File: src/rtl/lpht_pkg.sv
// Types and constants of the linear probing hash table.
package lpht_pkg;

  localparam int MAX_CAPACITY   = 1024;
  localparam int START_CAPACITY = 16;
  localparam int KEY_BYTES      = 8;
  localparam int VALUE_WIDTH    = 32;

  localparam int ADDR_W = $clog2(MAX_CAPACITY);
  localparam int CNT_W  = ADDR_W + 1;
  localparam int KEY_W  = 64;
  localparam int LEN_W  = 4;

  localparam logic [63:0] HASH_BASIS = 64'hCBF29CE484222325;
  localparam logic [63:0] HASH_MULT  = 64'h00000100000001B3;

  typedef enum logic [1:0] {
    ST_OK   = 2'd0,
    ST_MISS = 2'd1,
    ST_NULL = 2'd2,
    ST_FULL = 2'd3
  } lpht_status_t;

  typedef enum logic [3:0] {
    S_CLEAR, S_IDLE, S_START, S_HASH, S_PRD, S_PCHK, S_RESP,
    S_COPY_RD, S_COPY_WR, S_TMP_RD, S_TMP_CHK
  } lpht_state_t;

  typedef struct packed {
    logic                  valid;
    logic [LEN_W-1:0]      len;
    logic [KEY_W-1:0]      key;
    logic [VALUE_WIDTH-1:0] val;
  } lpht_slot_t;

  typedef struct packed {
    logic         ready;
    logic         clr_step;
    logic         load_work_req;
    logic         load_work_tmp;
    logic         hash_step;
    logic         probe_start;
    logic         main_rd;
    logic         probe_next;
    logic         write_slot;
    logic         count_up;
    logic         grow_start;
    logic         copy_rd;
    logic         copy_wr;
    logic         grow_double;
    logic         tmp_rd;
    logic         gi_inc;
    logic         set_res;
    logic         res_take_val;
    logic         out_load;
    lpht_status_t res_st;
  } lpht_cmd_t;

  typedef struct packed {
    logic in_valid;
    logic clr_done;
    logic op_set;
    logic val_null;
    logic grow_need;
    logic hash_done;
    logic slot_valid;
    logic key_match;
    logic last_probe;
    logic gi_last;
    logic tmp_valid;
    logic out_free;
  } lpht_stat_t;

endpackage

File: src/rtl/lpht_ctrl.sv
// Controller state machine of the hash table.
module lpht_ctrl (
  input  logic               clk,
  input  logic               rst,
  input  lpht_pkg::lpht_stat_t st,
  output lpht_pkg::lpht_cmd_t  cmd
);
  import lpht_pkg::*;

  lpht_state_t state, state_next;
  logic        rehash, rehash_next;

  always_ff @(posedge clk) begin
    if (rst) begin
      state  <= S_CLEAR;
      rehash <= 1'b0;
    end else begin
      state  <= state_next;
      rehash <= rehash_next;
    end
  end

  // next state
  always_comb begin
    state_next  = state;
    rehash_next = rehash;
    case (state)
      S_CLEAR: if (st.clr_done) state_next = S_IDLE;
      S_IDLE:  if (st.in_valid) state_next = S_START;
      S_START: begin
        if (st.op_set && st.val_null) begin
          state_next = S_RESP;
        end else if (st.op_set && st.grow_need) begin
          state_next = S_COPY_RD;
        end else begin
          state_next = S_HASH;
        end
      end
      S_HASH: if (st.hash_done) state_next = S_PRD;
      S_PRD:  state_next = S_PCHK;
      S_PCHK: begin
        if (st.slot_valid && !st.key_match && !st.last_probe) begin
          state_next = S_PRD;
        end else if (!rehash) begin
          state_next = S_RESP;
        end else if (st.gi_last) begin
          state_next  = S_HASH;
          rehash_next = 1'b0;
        end else begin
          state_next = S_TMP_RD;
        end
      end
      S_RESP: if (st.out_free) state_next = S_IDLE;
      S_COPY_RD: state_next = S_COPY_WR;
      S_COPY_WR: begin
        if (st.gi_last) begin
          state_next  = S_TMP_RD;
          rehash_next = 1'b1;
        end else begin
          state_next = S_COPY_RD;
        end
      end
      S_TMP_RD: state_next = S_TMP_CHK;
      S_TMP_CHK: begin
        if (st.tmp_valid) begin
          state_next = S_HASH;
        end else if (st.gi_last) begin
          state_next  = S_HASH;
          rehash_next = 1'b0;
        end else begin
          state_next = S_TMP_RD;
        end
      end
      default: state_next = S_CLEAR;
    endcase
  end

  // command outputs
  always_comb begin
    cmd        = '0;
    cmd.res_st = ST_OK;
    case (state)
      S_CLEAR: cmd.clr_step = 1'b1;
      S_IDLE:  cmd.ready = 1'b1;
      S_START: begin
        if (st.op_set && st.val_null) begin
          cmd.set_res = 1'b1;
          cmd.res_st  = ST_NULL;
        end else if (st.op_set && st.grow_need) begin
          cmd.grow_start = 1'b1;
        end else begin
          cmd.load_work_req = 1'b1;
        end
      end
      S_HASH: begin
        if (st.hash_done) cmd.probe_start = 1'b1;
        else              cmd.hash_step   = 1'b1;
      end
      S_PRD: cmd.main_rd = 1'b1;
      S_PCHK: begin
        if (st.slot_valid && !st.key_match && !st.last_probe) begin
          cmd.probe_next = 1'b1;
        end else if (rehash) begin
          // re-insert into an empty slot, then move to the next old entry or, after the last, the request
          cmd.write_slot = !st.slot_valid;
          if (st.gi_last) cmd.load_work_req = 1'b1;
          else            cmd.gi_inc        = 1'b1;
        end else if (!st.op_set) begin
          cmd.set_res = 1'b1;
          if (st.slot_valid && st.key_match) begin
            cmd.res_st       = ST_OK;
            cmd.res_take_val = 1'b1;
          end else begin
            cmd.res_st = ST_MISS;
          end
        end else begin
          cmd.set_res = 1'b1;
          if (!st.slot_valid) begin
            cmd.write_slot = 1'b1;
            cmd.count_up   = 1'b1;
            cmd.res_st     = ST_OK;
          end else if (st.key_match) begin
            cmd.write_slot = 1'b1;
            cmd.res_st     = ST_OK;
          end else begin
            cmd.res_st = ST_FULL;
          end
        end
      end
      S_RESP: cmd.out_load = st.out_free;
      S_COPY_RD: cmd.copy_rd = 1'b1;
      S_COPY_WR: begin
        cmd.copy_wr = 1'b1;
        if (st.gi_last) cmd.grow_double = 1'b1;
        else            cmd.gi_inc      = 1'b1;
      end
      S_TMP_RD: cmd.tmp_rd = 1'b1;
      S_TMP_CHK: begin
        if (st.tmp_valid)    cmd.load_work_tmp = 1'b1;
        else if (st.gi_last) cmd.load_work_req = 1'b1;
        else                 cmd.gi_inc        = 1'b1;
      end
      default: cmd = '0;
    endcase
  end

endmodule

File: config.mk
export PLATFORM = sky130hd
export DESIGN_NAME = lpht_ctrl
export DESIGN_NICKNAME = d
export VERILOG_FILES = /design/src/rtl/lpht_pkg.sv /design/src/rtl/lpht_ctrl.sv
export SDC_FILE = /design/constraint.sdc
export NUM_CORES = 1
export LEC_CHECK = 0
export ABC_AREA = 0
export BUFFER_PORTS_ARGS = -buffer_cell sky130_fd_sc_hd__buf_4
export CAP_MARGIN = 30
export CORE_MARGIN = 5
export CORE_UTILIZATION = 25
export DETAILED_ROUTE_END_ITERATION = 12
export SYNTH_ARGS = -nofsm -noshare
export SYNTH_HDL_FRONTEND = slang
export SYNTH_SLANG_ARGS = --single-unit
File: constraint.sdc
create_clock -name clk -period 1.4 [get_ports clk]
set_clock_uncertainty 0.15 [all_clocks]
set_input_delay 0.14 -clock clk [delete_from_list [all_inputs] [get_ports clk]]
set_output_delay 0.14 -clock clk [all_outputs]
set_load 0.02 [all_outputs]
-- After elaboration in Yosys (flattened, before gate mapping)
Index checks and enable logic that the tools add are counted.
- register bits: 5
- input port bits: 14
- output and inout bits: 21
- logic and storage cells: 99
- equality and inequality tests: 18
- muxes and demuxes: 67
- reductions and logical operators: 12
- operators by type and width (operator ; count):
    $pmux 4 s11 ; 1
    $mux 1 ; 37
    $mux 4 ; 9
    $mux 2 ; 11
    $eq 4x3->1 const B ; 4
    $ne 2x2->1 const B ; 8
    $eq 4x4->1 const B ; 3
    $mux 3 ; 4
    $pmux 1 s3 ; 3
    $eq 4x2->1 const B ; 2
    $logic_and 1x1->1 ; 5
    $reduce_and 5->1 ; 1
    $eq 4x1->1 const B ; 1
    $logic_not 4->1 ; 1
    $pmux 2 s2 ; 1
    $reduce_and 4->1 ; 1
    $logic_not 1->1 ; 3
    $reduce_bool 3->1 ; 1
    $pmux 1 s2 ; 1

-- Logic depth before layout (Yosys ltp)
- depth after elaboration: 6
- mapped depth: 6
- depth with buffers taken out: 5

-- Worst setup path before layout
OpenSTA, ideal clock, no wires.
- path type: reg2out
- start point: register state[0]
- end point: output cmd[1] in the netlist's numbering
- arrival: 1.339 ns
- data required time: 1.110 ns
- slack: -0.229 ns
- cell stages (with the launch flop): 6
- buffers on the path: 0
- cell sequence: dfxtp_1 nand4bb_4 nand2b_1 nor2_1 a32oi_1 nor2b_1
- RTL lines (what ; line ; RTL):
    start: declaration ; lpht_ctrl.sv:10 ; lpht_state_t state, state_next;
    start signal: assignment ; lpht_ctrl.sv:18 ; state <= state_next;
    end: declaration ; lpht_ctrl.sv:6 ; output lpht_pkg::lpht_cmd_t cmd

==> metrics.txt <==
outcome=finished with violations; failing checks=negative setup slack; VDD IR-drop max=0.0004259 V; width of the die=62.94 um; power per cell area=513.7 nW/um^2; drt wl/cell=16.99 um; num rows=19; Req. time, crit path=1.11 ns; most frequent CP cell=buf_6; Final Hold Viols=0; ANT cells=0; largest family of logic cells by synthesized area=simple AND/OR/NAND/NOR gates; Crit-path slowest cell=dfxtp_2; core outline area=2710 um^2; static leakage=0.8114 nW; Tcrit/Tclk final=125.8%; die height=62.94 um; Ys Warns=0; ys flop type=dfxtp_1; Post-Syn Instances=106; Starting DRT DRC Count=46; top cell type's share of synthesized area=14.29%; Synth cell types=39; CP Cell Sequence=nand4bb_4 -> buf_6 -> nor2b_4 -> a21oi_4 -> a21oi_2 -> buf_6; ANT nets after route=0; CTS buffer count=3; drt drc=0; CP Launch Type=flip-flop; unrepaired setup endpoints after global routing=yes; Mapped Area=700.7 um^2; simple-gate share of the synthesized area=44.64%; Hold WC Path Type=input pin to flip-flop; CTS tree=yes; Via density=5.234; Post-Route WL=3772 um; setup ws final=-0.3618 ns; Max Slew Vio Count=0; Post-synth EDFFs=0; dpl ws=-0.2064 ns; number of vias in the routed layout=1,162; Synth Area in Compound Gates=30.71%; clock transition at the registers of the reported paths=0.05 ns; H-tree depth=1; router iterations before antenna repair=4; sequential-to-total area share from yosys stat=14.29%; FF+latch count, synth=5; top-count cell post-synth=nor2_1; GP Congestion=0.8659; Port Buf Inserts=34; fmax=0.5676 GHz; die area=3961 um^2; Worst Setup End Kind=output pin; XOR/XNOR Fraction of Synth Area=0%; hold slack=0.2097 ns; Synth-to-Final Area Change=164.5%; layout cells sized above 1=71.73%; initial antenna violation count=0; vias in the first global route=1,191; commonest cells in the netlist=nor2_1 (14), nand2_1 (9), inv_1 (8), nand2b_1 (8), nor3_1 (7); worst path arrival time=1.47 ns; global-route wire length before repair=5768 um; relative slew slack=83.16%; Initial Utilization=25.85%; clk root buf=clkbuf_4; Overall Power=0.0009518 W; syn_area_per_cell=6.610 um^2; mux contribution to synthesized area=1.429%; GRT Resource Usage Total=17.85%; CTS sink cnt=5; largest net degree at the start of global routing=9; Area after DPL=1240 um^2; number of fill cells=201; I/O pin total=35; Setup CP Type=flip-flop to output pin; R2R Setup Slk=-0.26 ns; CP max stage delay=0.32 ns; worst slew pin tran=0.2527 ns; global route overflow=0; fin area=1853 um^2; Post-Syn Nets=120; nets=206; Post-Synth Adder-Cell Area=0%; Synth area leader=dfxtp_1; Max Cap Viol=0; post-layout minimum cycle time=1.762 ns; async set-or-reset flop fraction in the synthesized netlist=0%; HPWL after DPL=2170 um; Max FO, Critical Path=4; clock latency on the worst-skew pair=0.24 ns; synth top area cells=dfxtp_1 (14%), nor2_1 (7.5%), nand2b_1 (7.1%), nor3_1 (5.0%), nand2_1 (4.8%); maximum clock path buffer count=2; final setup fails=26
final cells by class:
class	instances	area, um^2	share of cell area, %
Timing Repair Buffer	88	823.3	44.43
Sequential cell	5	108.9	5.874
Tap cell	31	38.79	2.093
Clock buffer	4	26.28	1.418
Multi-Input combinational cell	86	825.8	44.56
Inverter	8	30.03	1.621
cell usage in the layout, fill, tap and decap left out, drive strengths merged, types with 2 or more instances in the layout:
| master | n |
|---|---|
| a21oi | 7 |
| a22oi | 3 |
| a31oi | 3 |
| buf | 86 |
| clkbuf | 4 |
| dfxtp | 5 |
| dlygate4sd3 | 2 |
| inv | 8 |
| nand2 | 9 |
| nand2b | 8 |
| nand3 | 2 |
| nor2 | 14 |
| nor2b | 4 |
| nor3 | 8 |
| o21ai | 8 |
sequential cells by signal, indices dropped and copies added (netlist names):
| signal | flops |
|---|---|
| rehash | 1 |
| state | 4 |
cells by family (layout without fill, tap and decap cells):
logic type             Yosys count  count (layout)
AND/OR/NAND/NOR                 54              54
AO/OA/AOI/OAI                   31              31
buffers and inverters           15             100
flip-flops                       5               5
multiplexers                     1               1
critical path, delay by kind of cell (launching register included):
kind / cells / cell delay (ns)
AO/OA/AOI/OAI: 2 / 0.22
buffers and inverters: 2 / 0.28
flip-flops: 1 / 0.32
AND/OR/NAND/NOR: 2 / 0.39
metal layers:
| metal | GRT usage [%] | vias up | part of all wire [%] |
|---|---|---|---|
| met3 | 3.957 | 10 | 6.4 |
| met1 | 19.76 | 550 | 39 |
| li1 | - | 555 | - |
| met4 | 6.366 | 0 | 2.2 |
| met5 | 0 | - | 0 |
| met2 | 32.69 | 47 | 53 |
through the flow:
stage	setup TNS, ns	std cells	utilization [%]
6_report	-6.368	222	68.37
5_1_grt	-7.758	222	68.37
4_1_cts	-5.979	216	62.74
3_5_place_dp	-1.690	193	45.75
3_3_place_gp	-1.476	193	45.75
2_1_floorplan	-0.5580	106	-
worst paths after layout:
check / from / cells after the start / endpoint
setup reg to reg: state[1] / 9 / state[3]
hold / removal: st[11] / 5 / state[0]
hold reg to reg: rehash / 3 / rehash
setup / recovery: state[1] / 6 / cmd[5]
what timing repair did:
item / in CTS / in global routing
setup buffers: 17 / 10
hold endpoints to repair: 5 / 0
pin swaps: 16 / 18
hold buffers: 2 / 0
resized for setup: 72 / 28
setup endpoints to repair: 26 / 26
report_power, final:
part,switching (W),leakage [nW],internal [W]
sequential,0.0000143,0.0432,0.000155
combinational,0.000302,0.753,0.000312
clock,0.0000611,0.0150,0.000108
total,0.000377,0.811,0.000574
Power figures use the tool's default switching activity.
